<file path="src/hdl/mrfp_pkg.sv">
`timescale 1ns / 1ps
// ----------------------------------------------------------------------------
// mrfp_pkg
// Types and constants for the MQTT response frame parser.
// ----------------------------------------------------------------------------
package mrfp_pkg;

    localparam logic [7:0] CH_MARKER   = 8'h3A;
    localparam logic [7:0] T_PINGRESP  = 8'hD0;
    localparam logic [7:0] T_CONNACK   = 8'h20;
    localparam logic [7:0] T_PUBLISH   = 8'h30;
    localparam logic [7:0] T_PUBACK    = 8'h40;
    localparam logic [7:0] T_SUBACK    = 8'h90;
    localparam logic [7:0] CH_O        = 8'h4F;
    localparam logic [7:0] CH_K        = 8'h4B;
    localparam int unsigned MAX_PAYLOAD = 30;

    typedef enum logic [2:0] {
        EV_OK_REPLY = 3'd0,
        EV_PINGRESP = 3'd1,
        EV_CONNACK  = 3'd2,
        EV_PUBACK   = 3'd3,
        EV_SUBACK   = 3'd4,
        EV_PUB_BYTE = 3'd5
    } event_t;

    typedef enum logic [2:0] {
        ST_IDLE     = 3'd0,
        ST_GOT_O    = 3'd1,
        ST_GOT_MARK = 3'd2,
        ST_WAIT_LEN = 3'd3,
        ST_PAYLOAD  = 3'd4,
        ST_REPLAY   = 3'd5
    } state_t;

    typedef struct packed {
        event_t     event_res;
        logic [7:0] data_byte;
        logic       last;
        logic       truncated;
    } res_t;

    function automatic res_t single_event(input event_t ev);
        res_t r;
        r.event_res = ev;
        r.data_byte = 8'h00;
        r.last      = 1'b1;
        r.truncated = 1'b0;
        return r;
    endfunction

endpackage

</file>
<file path="src/hdl/mrfp_ram.sv">
`timescale 1ns / 1ps
// ----------------------------------------------------------------------------
// mrfp_ram
// Generic simple dual-port RAM: one write port, one read port, registered read.
// ----------------------------------------------------------------------------
module mrfp_ram #(
    parameter int WIDTH = 8,
    parameter int DEPTH = 32
) (
    input  logic                     aclk,
    input  logic                     wr_en,
    input  logic [$clog2(DEPTH)-1:0] wr_addr,
    input  logic [WIDTH-1:0]         wr_data,
    input  logic                     rd_en,
    input  logic [$clog2(DEPTH)-1:0] rd_addr,
    output logic [WIDTH-1:0]         rd_data
);

    logic [WIDTH-1:0] mem [DEPTH];
    logic [WIDTH-1:0] rd_data_reg;

    always_ff @(posedge aclk) begin
        if (wr_en) begin
            mem[wr_addr] <= wr_data;
        end
        if (rd_en) begin
            rd_data_reg <= mem[rd_addr];
        end
    end

    assign rd_data = rd_data_reg;

endmodule

</file>
<file path="src/hdl/mqtt_response_frame_parser.sv">
`timescale 1ns / 1ps
// ----------------------------------------------------------------------------
// mqtt_response_frame_parser
// Byte-wise parser for the OK link reply and MQTT fixed-header responses,
// with a packet store that replays publish frames.
// ----------------------------------------------------------------------------
// One received byte is taken per cycle whenever no replay is running and the
// result register is free or being emptied. Acks, ping responses and the OK
// reply give one result on the cycle after their final byte. A publish frame is
// kept in a packet RAM (type, length, up to PACKET_BYTES-2 but at most 30
// payload bytes) and on its final byte is replayed, type and length bytes
// included, from that RAM's single read port: a first read is started, then
// one result per cycle while m_ready is high, and input is held off until
// the last byte is given. The RAM is not cleared after reset; only entries
// written by the current frame are read.
module mqtt_response_frame_parser #(
    parameter int PACKET_BYTES = 32
) (
    input  logic                    aclk,
    input  logic                    aresetn,
    input  logic [7:0]              s_rx_byte,
    input  logic                    s_mqtt_mode,
    input  logic                    s_valid,
    output logic                    s_ready,
    output mrfp_pkg::event_t        m_event_res,
    output logic [7:0]              m_data_byte,
    output logic                    m_last,
    output logic                    m_truncated,
    output logic                    m_valid,
    input  logic                    m_ready
);
    import mrfp_pkg::*;

    localparam int AW = $clog2(PACKET_BYTES);
    localparam int PAYLOAD_CAP =
        ((PACKET_BYTES - 2) < MAX_PAYLOAD) ? (PACKET_BYTES - 2) : MAX_PAYLOAD;

    state_t         state_reg, state_next;
    logic [7:0]     type_reg, type_next;
    logic [7:0]     count_reg, count_next;
    logic [7:0]     length_reg, length_next;
    logic           overflow_reg, overflow_next;
    logic [AW-1:0]  data_idx_reg, data_idx_next;
    logic [AW-1:0]  last_idx_reg, last_idx_next;
    logic           rd_pending_reg, rd_pending_next;
    logic           m_valid_reg, m_valid_next;
    res_t           res_reg, res_next;

    logic           wr_en;
    logic [AW-1:0]  wr_addr;
    logic           rd_en;
    logic [AW-1:0]  rd_addr;
    logic [7:0]     rd_data;

    logic           out_free;
    logic           accept;
    logic           finish;
    logic [7:0]     count_inc;
    logic [7:0]     len_now;
    logic [7:0]     stored;
    logic           is_last;

    mrfp_ram #(
        .WIDTH (8),
        .DEPTH (PACKET_BYTES)
    ) u_store (
        .aclk    (aclk),
        .wr_en   (wr_en),
        .wr_addr (wr_addr),
        .wr_data (s_rx_byte),
        .rd_en   (rd_en),
        .rd_addr (rd_addr),
        .rd_data (rd_data)
    );

    always_ff @(posedge aclk) begin
        if (!aresetn) begin
            state_reg      <= ST_IDLE;
            count_reg      <= '0;
            length_reg     <= '0;
            overflow_reg   <= 1'b0;
            rd_pending_reg <= 1'b0;
            m_valid_reg    <= 1'b0;
        end else begin
            state_reg      <= state_next;
            count_reg      <= count_next;
            length_reg     <= length_next;
            overflow_reg   <= overflow_next;
            rd_pending_reg <= rd_pending_next;
            m_valid_reg    <= m_valid_next;
        end
    end

    always_ff @(posedge aclk) begin
        type_reg     <= type_next;
        data_idx_reg <= data_idx_next;
        last_idx_reg <= last_idx_next;
        res_reg      <= res_next;
    end

    always_comb begin
        state_next      = state_reg;
        type_next       = type_reg;
        count_next      = count_reg;
        length_next     = length_reg;
        overflow_next   = overflow_reg;
        data_idx_next   = data_idx_reg;
        last_idx_next   = last_idx_reg;
        rd_pending_next = rd_pending_reg;
        res_next        = res_reg;
        m_valid_next    = m_valid_reg && !m_ready;
        wr_en           = 1'b0;
        wr_addr         = '0;
        rd_en           = 1'b0;
        rd_addr         = data_idx_reg;
        finish          = 1'b0;

        out_free  = !m_valid_reg || m_ready;
        s_ready   = (state_reg != ST_REPLAY) && out_free;
        accept    = s_valid && s_ready;
        count_inc = count_reg + 8'd1;
        len_now   = (state_reg == ST_WAIT_LEN) ? s_rx_byte : length_reg;
        stored    = (len_now > 8'(PAYLOAD_CAP)) ? 8'(PAYLOAD_CAP) : len_now;
        is_last   = (data_idx_reg == last_idx_reg);

        case (state_reg)
            ST_REPLAY: begin
                if (!rd_pending_reg) begin
                    rd_en           = 1'b1;
                    rd_pending_next = 1'b1;
                end else if (out_free) begin
                    res_next.event_res = EV_PUB_BYTE;
                    res_next.data_byte = rd_data;
                    res_next.last      = is_last;
                    res_next.truncated = overflow_reg;
                    m_valid_next       = 1'b1;
                    if (is_last) begin
                        state_next      = ST_IDLE;
                        rd_pending_next = 1'b0;
                    end else begin
                        rd_en         = 1'b1;
                        rd_addr       = data_idx_reg + AW'(1);
                        data_idx_next = data_idx_reg + AW'(1);
                    end
                end
            end
            ST_GOT_O: begin
                if (accept) begin
                    state_next = ST_IDLE;
                    if (s_rx_byte == CH_K) begin
                        res_next     = single_event(EV_OK_REPLY);
                        m_valid_next = 1'b1;
                    end
                end
            end
            ST_GOT_MARK: begin
                if (accept) begin
                    state_next = ST_IDLE;
                    if (s_rx_byte == T_PINGRESP) begin
                        res_next     = single_event(EV_PINGRESP);
                        m_valid_next = 1'b1;
                    end else if (s_rx_byte inside {T_CONNACK, T_PUBLISH, T_PUBACK,
                                                   T_SUBACK}) begin
                        wr_en      = 1'b1;
                        wr_addr    = AW'(0);
                        type_next  = s_rx_byte;
                        state_next = ST_WAIT_LEN;
                    end
                end
            end
            ST_WAIT_LEN: begin
                if (accept) begin
                    wr_en         = 1'b1;
                    wr_addr       = AW'(1);
                    length_next   = s_rx_byte;
                    count_next    = '0;
                    overflow_next = 1'b0;
                    if (s_rx_byte == 8'd0) begin
                        finish = 1'b1;
                    end else begin
                        state_next = ST_PAYLOAD;
                    end
                end
            end
            ST_PAYLOAD: begin
                if (accept) begin
                    if (count_reg < 8'(PAYLOAD_CAP)) begin
                        wr_en   = 1'b1;
                        wr_addr = AW'({1'b0, count_reg} + 9'd2);
                    end else begin
                        overflow_next = 1'b1;
                    end
                    count_next = count_inc;
                    if (count_inc == length_reg) begin
                        finish = 1'b1;
                    end
                end
            end
            default: begin
                if (accept) begin
                    state_next = ST_IDLE;
                    if (s_mqtt_mode) begin
                        if (s_rx_byte == CH_MARKER) begin
                            state_next = ST_GOT_MARK;
                        end
                    end else if (s_rx_byte == CH_O) begin
                        state_next = ST_GOT_O;
                    end
                end
            end
        endcase

        // frame complete: acks report now, publish walks the store
        if (finish) begin
            state_next = ST_IDLE;
            case (type_reg)
                T_CONNACK: begin
                    res_next     = single_event(EV_CONNACK);
                    m_valid_next = 1'b1;
                end
                T_PUBACK: begin
                    res_next     = single_event(EV_PUBACK);
                    m_valid_next = 1'b1;
                end
                T_SUBACK: begin
                    res_next     = single_event(EV_SUBACK);
                    m_valid_next = 1'b1;
                end
                T_PUBLISH: begin
                    state_next      = ST_REPLAY;
                    data_idx_next   = '0;
                    rd_pending_next = 1'b0;
                    last_idx_next   = AW'({1'b0, stored} + 9'd1);
                end
                default: begin
                end
            endcase
        end
    end

    assign m_valid     = m_valid_reg;
    assign m_event_res = res_reg.event_res;
    assign m_data_byte = res_reg.data_byte;
    assign m_last      = res_reg.last;
    assign m_truncated = res_reg.truncated;

`ifndef ASSERT_OFF
    a_single_event_clean: assert property (@(posedge aclk) disable iff (!aresetn)
        (m_valid && m_event_res != EV_PUB_BYTE) |->
            (m_last && m_data_byte == 8'h00 && !m_truncated))
        else $error("non-publish result carries payload fields");

    a_pending_only_in_replay: assert property (@(posedge aclk) disable iff (!aresetn)
        rd_pending_reg |-> (state_reg == ST_REPLAY))
        else $error("store read pending outside replay");

    a_replay_index_bound: assert property (@(posedge aclk) disable iff (!aresetn)
        (state_reg == ST_REPLAY) |-> (data_idx_reg <= last_idx_reg))
        else $error("replay index ran past frame end");

    a_replay_ends_on_last: assert property (@(posedge aclk) disable iff (!aresetn)
        ((state_reg == ST_REPLAY) && $past(state_reg == ST_REPLAY) &&
         (state_next == ST_IDLE)) |-> (res_next.last && m_valid_next))
        else $error("replay left without a last byte");
`endif

endmodule
</file>
<file path="config.mk">
export PLATFORM = sky130hd
export DESIGN_NAME = mqtt_response_frame_parser
export DESIGN_NICKNAME = d
export VERILOG_FILES = /design/src/hdl/mrfp_pkg.sv /design/src/hdl/mrfp_ram.sv /design/src/hdl/mqtt_response_frame_parser.sv
export SDC_FILE = /design/constraint.sdc
export NUM_CORES = 1
export LEC_CHECK = 0
export BUFFER_PORTS_ARGS = -buffer_cell sky130_fd_sc_hd__clkbuf_2
export CAP_MARGIN = 10
export CORE_UTILIZATION = 40
export DETAILED_ROUTE_END_ITERATION = 16
export PLACE_DENSITY = 0.61
export SYNTH_ARGS = -nofsm -noshare
export SYNTH_HDL_FRONTEND = slang
export SYNTH_SLANG_ARGS = --single-unit
export TNS_END_PERCENT = 5
</file>
<file path="constraint.sdc">
create_clock -name aclk -period 3.7 [get_ports aclk]
set_input_delay 0.37 -clock aclk [delete_from_list [all_inputs] [get_ports aclk]]
set_output_delay 0.37 -clock aclk [all_outputs]
set_load 0.03 [all_outputs]
</file>
After elaboration in Yosys (flattened, before gate mapping)
Memory sizes are Yosys's and may differ from the RTL's. A register that Yosys moved wholly into a read port is not among the register bits.
Index checks and enable logic that the tools add are counted.
{"block": "classes", "add_sub_neg": 4, "mul": 0, "n_div": 0, "n_lt_le_gt_ge": 2, "eq_ne": 31, "shifts": 0, "n_mux": 76, "n_bitwise": 1, "n_reduce_logical": 17}
{"operator": "2-to-1 mux 13 bit", "n": 7}
{"operator": "one-hot mux 13 bit (3 select lines)", "n": 2}
{"operator": "2-to-1 mux 5 bit", "n": 9}
{"operator": "== test 8 x 6 -> 1 bit, second input constant", "n": 5}
{"operator": "2-to-1 mux 1 bit", "n": 34}
{"operator": "2-to-1 mux 3 bit", "n": 11}
{"operator": "== test 8 x 7 -> 1 bit, second input constant", "n": 4}
{"operator": "== test 8 bit, second input constant", "n": 3}
{"operator": "2-to-1 mux 8 bit", "n": 3}
{"operator": "inequality test 3 bit, second input constant", "n": 8}
{"operator": "one-hot mux 8 bit (2 select lines)", "n": 1}
{"operator": "one-hot mux 3 bit (5 select lines)", "n": 1}
{"operator": "adder 5 x 1 -> 5 bit, second input constant", "n": 2}
{"operator": "one-hot mux 5 bit (2 select lines)", "n": 1}
{"operator": "AND reduction 9 bit", "n": 1}
{"operator": "adder 8 x 1 -> 8 bit, second input constant", "n": 1}
{"operator": "== test 8 bit", "n": 1}
{"operator": "greater-than comparator 8 x 5 -> 1 bit, second input constant", "n": 1}
{"operator": "logical NOT 8 bit", "n": 1}
{"operator": "< comparator 8 x 5 -> 1 bit, second input constant", "n": 1}
{"operator": "inequality test 2 bit, second input constant", "n": 4}
{"operator": "AND reduction 4 bit", "n": 2}
{"operator": "== test 3 x 2 -> 1 bit, second input constant", "n": 2}
{"operator": "== test 3 bit, second input constant", "n": 2}
{"operator": "other kinds (16)", "n": 24}
{"block": "word_totals", "regBits": 53, "latch_bits": 0, "mem_bits_rw": 256, "rom_bits": 0, "input_bits": 13, "output_inout_bits": 15, "elab_cells": 145, "memories": 1}
{"memory": "u_store.mem", "depth": 32, "width": 8, "rd": 1, "rd_clocked_by_memory_dff": 1, "write_ports": 1, "line_no": "mrfp_ram.sv:19", "text": "logic [WIDTH-1:0] mem [DEPTH];"}

Logic depth before layout (Yosys ltp)
Gate-level depths: netlist of the first run.
{"block": "logic_depth", "ltp_word": 8, "depth_mapped": 13, "depth_no_buf": 10}

Cells and area by module
Synthesis of the first run repeated with hierarchy kept, for this count alone.
{"block": "unflattened", "cells_unflattened": 759, "hier_area_um2": 13087.6}
{"module": "mrfp_ram", "n_inst": 1, "cells_each": 417, "area_per_inst_um2": 10133.5, "seq_area_each_um2": 7927.6}
{"module": "mqtt_response_frame_parser", "n_inst": 1, "cells_each": 342, "area_per_inst_um2": 2954.1, "seq_area_each_um2": 1191.1}

Worst setup path after synthesis of the first run
No wires, ideal clock.
{"block": "synth_path", "kind": "register to register", "from": "reg m_valid_reg, in the netlist m_valid", "to": "mem u_store.mem[10][0], enable pin", "setup_time_ps": 370, "arrival_time_ps": 2353, "required_time_ps": 3330, "slack_ps": 976, "stages_incl_launch_ff": 9, "n_path_buf": 3, "synth_period_minus_slack_ps": 2724, "path_cell_list": "dfxtp_1 nand2b_1 clkbuf_1 nand3_1 clkbuf_1 or2_2 clkbuf_1 nand3_1 nor2_1"}
{"block": "synth_via", "elab_chain_cells": 8, "word_cells_on_any_way": 13, "cone_classes": "mux (9); reduce/logical (4)"}
{"element": "start: declaration", "line_no": "mqtt_response_frame_parser.sv:46", "text": "logic m_valid_reg, m_valid_next;"}
{"element": "start signal: assignment", "line_no": "mqtt_response_frame_parser.sv:90", "text": "m_valid_reg <= m_valid_next;"}
{"element": "logical NOT 1 bit *", "line_no": "mqtt_response_frame_parser.sv:118", "text": "out_free = !m_valid_reg || m_ready;"}
{"element": "logical OR 1 bit *", "line_no": "mqtt_response_frame_parser.sv:118"}
{"element": "logical AND 1 bit *", "line_no": "mqtt_response_frame_parser.sv:119", "text": "s_ready = (state_reg != ST_REPLAY) && out_free;"}
{"element": "logical AND 1 bit *", "line_no": "mqtt_response_frame_parser.sv:120", "text": "accept = s_valid && s_ready;"}
{"element": "2-to-1 mux 1 bit (on tied branches)", "line_no": "mqtt_response_frame_parser.sv:186, mqtt_response_frame_parser.sv:157, mqtt_response_frame_parser.sv:172"}
{"element": "one-hot mux 1 bit (3 select lines)", "line_no": "mqtt_response_frame_parser.sv:126", "text": "case (state_reg)"}
{"element": "2-to-1 mux 1 bit", "line_no": "mrfp_ram.sv:23", "text": "if (wr_en) begin"}
{"element": "2-to-1 mux 1 bit (not written as such)", "line_no": "mrfp_ram.sv:24", "text": "mem[wr_addr] <= wr_data;"}
{"element": "end: declaration", "line_no": "mrfp_ram.sv:19"}
Mark *: on every way between the ends. The rest lies on a longest branch, timed or not.

Worst setup path in the final report of the first run
{"block": "layout_path", "from": "reg state_reg[0]", "to": "reg u_store.rd_data_reg[4], in the netlist u_store.rd_data[4], read port of u_store.mem, data pin"}
{"block": "layout_via", "elab_chain_cells": 2, "word_cells_on_any_way": 3, "cone_classes": "eq/ne (1); mux (2)"}
{"element": "start: declaration", "line_no": "mqtt_response_frame_parser.sv:38", "text": "state_t state_reg, state_next;"}
{"element": "start signal: assignment", "line_no": "mqtt_response_frame_parser.sv:85", "text": "state_reg <= state_next;"}
{"element": "== test 3 bit *", "line_no": "mqtt_response_frame_parser.sv:126"}
{"element": "2-to-1 mux 5 bit / 2-to-1 mux 1 bit (equally long branches)", "line_no": "mqtt_response_frame_parser.sv:126"}
{"element": "end: declaration", "line_no": "mrfp_ram.sv:20", "text": "logic [WIDTH-1:0] rd_data_reg;"}
Marked as above.
A chain may end at the register's enable or synchronous reset.

==> results of run 1 <==
metrics by stage:
stage | std cells | setup slack (ns) | total power, uW | utilization | hold WS [ns]
after global placement | 1731 | 0.282 | 4340 | 0.436 | 0.469
after detailed placement | 1731 | 0.209 | 4340 | 0.436 | 0.481
after floorplan | 1236 | 0.976 | 4170 | - | 0.469
after global routing | 1794 | 0.0909 | 7950 | 0.468 | 0.213
final | 1794 | 0.262 | 7760 | 0.468 | 0.211
after CTS | 1793 | 0.206 | 7780 | 0.468 | 0.213
cells by family (layout without fill, tap and decap cells):
group | count (synthesis) | count (layout)
simple gates | 479 | 479
flops | 317 | 317
compound gates | 281 | 281
buf+inv | 83 | 179
mux | 47 | 47
xor+xnor | 25 | 26
fa+ha+maj | 4 | 4
area by class of cell:
cell class	instances	area (um^2)	share of cell area
Inverter	7	26.3	0.00158
Sequential cell	317	9120	0.548
Timing Repair Buffer	110	783	0.0470
Multi-Input combinational cell	837	5010	0.301
Clock buffer	45	935	0.0561
Tap cell	461	577	0.0346
Clock inverter	17	195	0.0117
worst register-to-register path, stage by stage (launching register included):
cell and delay, ns:
dfxtp_1 0.51, and3b_1 0.33, nand3_4 0.21, a21oi_4 0.41
xnor2_4 0.37, buf_4 0.43, nand2_1 0.08, and3_1 0.17
a31oi_1 0.46, a32oi_1 0.19, o211ai_1 0.13
cell usage after synthesis, types with 7 or more instances:
library cell / count
a221oi_1: 18
o22ai_1: 15
clkbuf_1: 26
buf_2: 37
a211oi_1: 7
inv_1: 7
edfxtp_1: 277
nand2b_1: 7
o221ai_1: 10
and3_1: 11
buf_1: 10
nor3_1: 23
or3_1: 7
mux2i_1: 40
nor2b_1: 12
o211ai_1: 7
a22oi_1: 44
a21oi_1: 49
dfxtp_1: 40
a21boi_0: 12
xor2_1: 7
xnor2_1: 14
nor2_1: 84
a31oi_1: 17
nand4_1: 7
nand3_1: 80
o21ai_0: 44
nand2_1: 215
path summary, 6_finish.rpt:
path                        startpoint                      endpoint  slack (ns)
min reg2reg     m_event_res[1]$_DFF_P_        m_event_res[1]$_DFF_P_        0.49
max          state_reg[0]$_SDFFE_PN0P_  u_store.rd_data[4]$_DFFE_PP_        0.26
min                       s_rx_byte[1]   u_store.mem[4][1]$_DFFE_PP_        0.21
max reg2reg  state_reg[0]$_SDFFE_PN0P_  u_store.rd_data[4]$_DFFE_PP_        0.26
metal layers:
| layer | vias to the layer above | routed length, um | GRT usage |
|---|---|---|---|
| met1 | 5245 | 18500 | 0.321 |
| met2 | 467 | 19700 | 0.364 |
| li1 | 4849 | - | - |
| met3 | 76 | 2750 | 0.0314 |
| met4 | 0 | 1230 | 0.0727 |
| met5 | - | 0 | 0 |
power by group through the flow:
| stage | sequential (uW) | combinational, uW | clock, uW |
|---|---|---|---|
| 2_1_floorplan | 3980 | 189 | 0 |
| 3_3_place_gp | 3990 | 353 | 0 |
| 3_5_place_dp | 3990 | 356 | 0 |
| 4_1_cts | 3910 | 357 | 3510 |
| 5_1_grt | 3910 | 386 | 3650 |
| 6_report | 3910 | 359 | 3490 |
==> metrics.csv, run 1 <==
metric;value;unit
portBuffers;27;
post_cts_buffers;0;
cts_resized;0;
synth_fp_nets;1253;
layout_common_cells;edfxtp_1 (277), nand2_1 (215), nor2_1 (84);
switching_share;0.217;
slew_headroom;0.173;
holdBufCountCts;0;
crit_arrival;3.80;ns
clk_pin_slew;0.06;ns
yosysUniqueCellTypes;77;
syn_area;14500;um^2
synth_area_leaders;edfxtp_1 (58%), nand2_1 (5.6%), dfxtp_1 (5.5%);
globalplace.congestion;0.896;
antenna_cells;0;
outcome;complete, no violations;
power_frac_comb;0.046;
worst-r2r-cell-count;10;
clockRootBuffer;clkbuf_16;
critPathKind;reg -> reg;
core_area;35600;um^2
postPlaceCellArea;15500;um^2
die-area;36900;um^2
timing.final.crit_period;3.44;ns
nNetsFinal;1325;
hold_depth;1;
p_int;6070;uW
drc;0;
power_frac_clock;0.449;
synth-simple-area-share;0.151;
cp-end-kind;register;
setup_tns;0;ns
cp_num_buf_inv;1;
first_pass_iters;5;
setup_viol;0;
largest_register_ffs;256;
wire_per_inst;23.5;um
ir_drop;0.280;mV
fillCellCount;3225;
worstSkewPairLatency;0.52;ns
grtUsageTotal;0.228;
critPathLaunchType;register;
syn_avg_cell_area;11.7;um^2
cts_tree;done;
grt_pass1_vias;10000;
ys_ff_latch;317;
dpl.hpwl;27100;um
synth_top_flop_cell;edfxtp_1;
cp_cell_sequence;and3b_1 -> nand3_4 -> a21oi_4 -> xnor2_4 -> buf_4 -> nand2_1 -> and3_1 -> a31oi_1 -> a32oi_1 -> o211ai_1;
synthAdderAreaFrac;0.00346;
vias;10600;
top_register;u_store.mem;
path_depth;10;
final_antenna_net_count;0;
cts_max_level;2;
skew;0.0192;ns
layout_commonest_cell;edfxtp_1;
rsz0062_at_grt;false;
clock.fmax;291;MHz
power_switching;1680;uW
crit_path_top_delay_cell;dfxtp_1;
initial_core_util;0.407;
synth_edf_count;277;
fin_area;16600;um^2
yosys.area_share.xor_xnor;0.0188;
drive_above_1_share;0.140;
synth_top_area_cell;edfxtp_1;
cts_sinks;317;
maxCapViolCount;0;
die_x;192;um
grt_max_degree;57;
grt_remaining_overflow;0;
hold_viol;0;
power_frac_seq;0.504;
synth_top_family_by_area;simple AND/OR/NAND/NOR gates;
yosysSeqAreaShare;0.631;
core.rowCount;69;
antenna_found_initial;1;
hold_class;in -> reg;
synth_compound_area_frac;0.135;
synth_warnings;0;
io_pins;28;
p_leak;0.00577;uW
area_delta_synth_final;15.1;%
critical_path_required;4.06;ns
detail_route.wirelength;42200;um
synth_top_area_frac;0.575;
report.final.slew_viol_count;0;
cts_buffers;35;
powerDensity;466;nW/um^2
syn_inst;1236;
vias_per_cell;5.93;
cp_max_fo;25;
clockBufferDepth;3;
die_h;192;um
grt_pass1_wl;62300;um
max_stage_delay;0.51;ns
synth.mux.area_fraction;0.0355;
final.period_utilization;0.929;
async_reset_ff_frac;0;
drtIter0Drc;1182;
tightest_slew;1.23;ns
cp_top_family;compound AO/OA/AOI/OAI gates;
Note: power is estimated with default switching activity, not from simulation.
==> run 2, diff against run 1 <==
Settings changed: MAX_ROUTING_LAYER set to met4.
==> run 2 against run 1 <==
Against the previous run:
- critical path depth unchanged
- critical path type unchanged
- worst hold slack lost 0.015 ns
- worst setup slack lost 0.044 ns
==> metrics.csv, run 2 (synthesis gave the netlist of run 1 again) <==
metric;value;unit
dpl.hpwl;27100;um
post_cts_buffers;0;
antenna_found_initial;1;
grt_remaining_overflow;0;
cp-end-kind;register;
final_antenna_net_count;0;
critPathLaunchType;register;
die-area;36900;um^2
detail_route.wirelength;41800;um
timing.final.crit_period;3.48;ns
rsz0062_at_grt;false;
vias_per_cell;5.91;
drc;0;
die_h;192;um
cts_buffers;35;
drive_above_1_share;0.140;
area_delta_synth_final;15.0;%
wire_per_inst;23.3;um
largest_register_ffs;256;
initial_core_util;0.407;
first_pass_iters;6;
maxCapViolCount;0;
cp_max_fo;26;
portBuffers;27;
setup_tns;0;ns
crit_arrival;3.84;ns
cts_sinks;317;
setup_viol;0;
clk_pin_slew;0.06;ns
powerDensity;466;nW/um^2
core_area;35600;um^2
grt_pass1_vias;10000;
die_x;192;um
critPathKind;reg -> reg;
slew_headroom;0.140;
grt_max_degree;57;
tightest_slew;1.28;ns
seqCellArea;9120;um^2
globalplace.congestion;0.913;
critical_path_required;4.06;ns
cts_max_level;2;
worst-r2r-cell-count;10;
top_register;u_store.mem;
multi_input_comb_area;4990;um^2
finalPower;7750;uW
final.period_utilization;0.941;
hold_depth;1;
grt_pass1_wl;62300;um
ir_drop;0.281;mV
vias;10600;
clock.fmax;287;MHz
hold_class;in -> reg;
skew;0.0175;ns
io_pins;28;
postPlaceCellArea;15500;um^2
worstSkewPairLatency;0.52;ns
cts_tree;done;
grtUsageTotal;0.235;
fillCellCount;3227;
outcome;complete, no violations;
drtIter0Drc;1232;
clockRootBuffer;clkbuf_16;
nNetsFinal;1324;
holdBufCountCts;0;
antenna_cells;0;
hold_viol;0;
core.rowCount;69;
fin_area;16600;um^2
cts_resized;0;
report.final.slew_viol_count;0;
clockBufferDepth;3;
layout_commonest_cell;edfxtp_1;
p_leak;0.00577;uW
layout_common_cells;edfxtp_1 (277), nand2_1 (215), nor2_1 (84);
-- run 2: cell types whose count changed in the layout (fill, tap and decap cells not counted) --
| cell | previous run | this run |
|---|---|---|
| xnor2_2 | 3 | 2 |
-- run 2: final cells by class --
type                    instances  share of cell area
flip-flops and latches        317               0.548
clock inverters                17              0.0117
clock buffers                  45              0.0562
repair buffers                110              0.0471
well taps                     461              0.0347
multi-input cells             836               0.300
inverters                       7             0.00158
-- run 2: power breakdown --
group          internal [uW]  total (uW)  switching [uW]
sequential              3900        3910            14.1
combinational            106         358             252
clock                   2070        3480            1410
-- run 2: routing by layer --
layer | wire length, um | global-route usage
met1 | 18400 | 0.321
met3 | 2680 | 0.0305
met4 | 1050 | 0.0672
met5 | 0 | -
met2 | 19600 | 0.367
-- run 2: final timing paths --
check | from | to | slack [ns]
min | s_rx_byte[1] | u_store.mem[4][1]$_DFFE_PP_ | 0.20
min reg2reg | m_event_res[1]$_DFF_P_ | m_event_res[1]$_DFF_P_ | 0.49
max | last_idx_reg[1]$_DFFE_PP_ | u_store.rd_data[4]$_DFFE_PP_ | 0.22
max reg2reg | last_idx_reg[1]$_DFFE_PP_ | u_store.rd_data[4]$_DFFE_PP_ | 0.22
-- run 2: per-stage QoR --
stage	setup WS, ns	utilization	cells	hold WS [ns]
CTS	0.206	0.468	1793	0.213
finish	0.218	0.468	1793	0.196
detailed placement	0.209	0.436	1731	0.481
global placement	0.282	0.436	1731	0.469
floorplan	0.976	-	1236	0.469
global route	0.0291	0.468	1793	0.209
-- run 2: critical path, stage by stage, from the launching register on --
cell and delay [ns]:
edfxtp_1 0.41, xnor2_1 0.30, and2_1 0.27, a21oi_4 0.12, xnor2_4 0.77, buf_4 0.44, nand2_1 0.08, and3_1 0.17
a31oi_1 0.44, a32oi_1 0.18, o211ai_1 0.13
==> run 3, diff against run 2 <==
Settings changed: HOLD_SLACK_MARGIN set to 0.06, SYNTH_HIERARCHICAL set to 1, TNS_END_PERCENT 5 to 1.
==> run 3 against run 2 <==
Against the previous run:
- final cell count is 27% lower
- clock power is 4% lower
- largest power group unchanged
- die area is 9.4% lower
- maximum frequency is 0.61% lower
==> metrics.csv, run 3 <==
metric;value;unit
outcome;complete, no violations;
vias;7263;
area_delta_synth_final;17.1;%
ir_drop;0.281;mV
finalWorstSetupSlack;0.197;ns
grt_pass1_vias;7205;
core.rowCount;65;
nNetsFinal;873;
setup_tns;0;ns
dp.cells;1256;
critPathLaunchType;register;
dpl.hpwl;19800;um
first_pass_iters;5;
detail_route.wirelength;30400;um
hold_viol;0;
wire_per_inst;23.1;um
globalplace.congestion;0.866;
die_x;183;um
vias_per_cell;5.51;
syn_area;13100;um^2
yosysUniqueCellTypes;64;
yosys-top-cells-count;edfxtp_1 (277), mux4_2 (80), nor2_1 (75);
clk_pin_slew;0.06;ns
worstSkewPairLatency;0.58;ns
synth_fp_nets;776;
yosysSeqAreaShare;0.697;
whs;0.116;ns
cts_buffers;31;
synth_warnings;6;
post_cts_buffers;0;
timing.final.crit_period;3.50;ns
grt_remaining_overflow;0;
synth_top_area_cell;edfxtp_1;
skew;0.0175;ns
top_register;u_store/mem;
maxCapViolCount;0;
final_antenna_net_count;0;
grtUsageTotal;0.193;
die_h;183;um
report.final.slew_viol_count;0;
synth_top_flop_cell;edfxtp_1;
setup_viol;0;
cts_max_level;1;
slew_headroom;0.299;
grt_max_degree;66;
synth_area_leaders;edfxtp_1 (64%), mux4_2 (14%), dfxtp_1 (6.1%);
io_pins;28;
clockBufferDepth;3;
core_area;31900;um^2
drtIter0Drc;672;
drc;0;
critPathKind;reg -> reg;
synth_edf_count;277;
tightest_slew;1.05;ns
syn_avg_cell_area;17.2;um^2
async_reset_ff_frac;0;
hold_class;in -> reg;
clockRootBuffer;clkbuf_16;
cts_sinks;317;
layout_common_cells;edfxtp_1 (277), mux4_2 (80), nor2_1 (75);
powerDensity;488;nW/um^2
grt_pass1_wl;46100;um
final.period_utilization;0.947;
portBuffers;27;
cp-end-kind;register;
cts_tree;done;
rrSetupSlack;0.20;ns
antenna_found_initial;1;
p_leak;0.00501;uW
stdcell_count;1317;
rsz0062_at_grt;false;
critical_path_required;4.02;ns
layout_commonest_cell;edfxtp_1;
initial_core_util;0.411;
ys_ff_latch;317;
die-area;33400;um^2
crit_arrival;3.82;ns
synth_top_area_frac;0.636;
clock.fmax;285;MHz
largest_register_ffs;256;
dpl_worst_slack;0.108;ns
cp_max_fo;22;
drive_above_1_share;0.288;
synth_most_common_cell;edfxtp_1;
syn_inst;759;
run 3: cell count changes in the layout (fill, tap and decap cells not counted), moves of 10 or more:
cell	change
nand2_1	-174
nand3_1	-69
a31oi_1	-12
mux4_2	+77
buf_4	-20
mux2i_1	-34
a22oi_1	-34
a221oi_1	-17
o22ai_1	-15
o21ai_0	-29
a21boi_0	-12
nor3_1	-16
a21oi_1	-21
o221ai_1	-10
run 3: worst max-delay path: stages (launching register included):
cell	delay [ns]
dfxtp_1	0.47
and3b_1	0.29
nand3_1	0.15
a21oi_1	0.16
buf_4	0.18
xor2_4	0.17
buf_12	0.24
buf_12	0.20
mux4_2	0.56
mux4_2	0.53
mux2_2	0.28
run 3: layer usage:
metal | GRT usage | up-vias | wire length (um)
met2 | 0.293 | 221 | 14200
met5 | - | - | 0
met4 | 0.0557 | 0 | 716
li1 | - | 3245 | -
met1 | 0.273 | 3749 | 13900
met3 | 0.0286 | 48 | 1510
run 3: repair_timing:
action,in CTS,in global routing
hold buffers,2,0
setup endpoints to repair,0,4
resized for setup,0,1
endpoints found under the hold margin,3,0
run 3: where the power goes:
group | internal [uW] | switching, uW
clock network | 1980 | 1350
registers | 3890 | 10.3
logic | 93.1 | 148
total | 5970 | 1510
run 3: final cells by class:
type | instances | area (um^2)
Fill cell | 2683 | 16500
Sequential cell | 317 | 9120
Multi-Input combinational cell | 406 | 3830
Clock buffer | 36 | 805
Timing Repair Buffer | 96 | 733
Tap cell | 435 | 544
Clock inverter | 22 | 282
Inverter | 4 | 15.0
Antenna cell | 1 | 2.50
run 3: cell families (layout without fill, tap and decap cells):
family | after synthesis | in the layout | share of synthesized area
other | 0 | 1 | 0
multiplexers | 95 | 95 | 0.150
AND/OR/NAND/NOR | 205 | 205 | 0.0823
AO/OA/AOI/OAI | 80 | 80 | 0.0392
buffers and inverters | 36 | 158 | 0.0132
flip-flops | 317 | 317 | 0.697
XOR/XNOR | 22 | 22 | 0.0147
adder cells (fa/ha/maj) | 4 | 4 | 0.00382
run 3: final timing paths:
check / startpoint / end / cells past startpoint
setup / recovery: state_reg[2]$_SDFFE_PN0P_ / u_store/rd_data[1]$_DFFE_PP_ / 10
hold / removal: aresetn / count_reg[3]$_SDFFE_PN0P_ / 3
setup reg to reg: state_reg[2]$_SDFFE_PN0P_ / u_store/rd_data[1]$_DFFE_PP_ / 10
hold reg to reg: m_event_res[1]$_DFF_P_ / m_event_res[1]$_DFF_P_ / 1
run 3: stage by stage:
step	power, uW	cell area, um^2	utilization
after floorplan	4090	13100	-
after global placement	4220	14200	0.446
after detailed placement	4220	14200	0.446
after CTS	7530	15300	0.481
after global routing	7690	15300	0.481
final	7480	15300	0.481
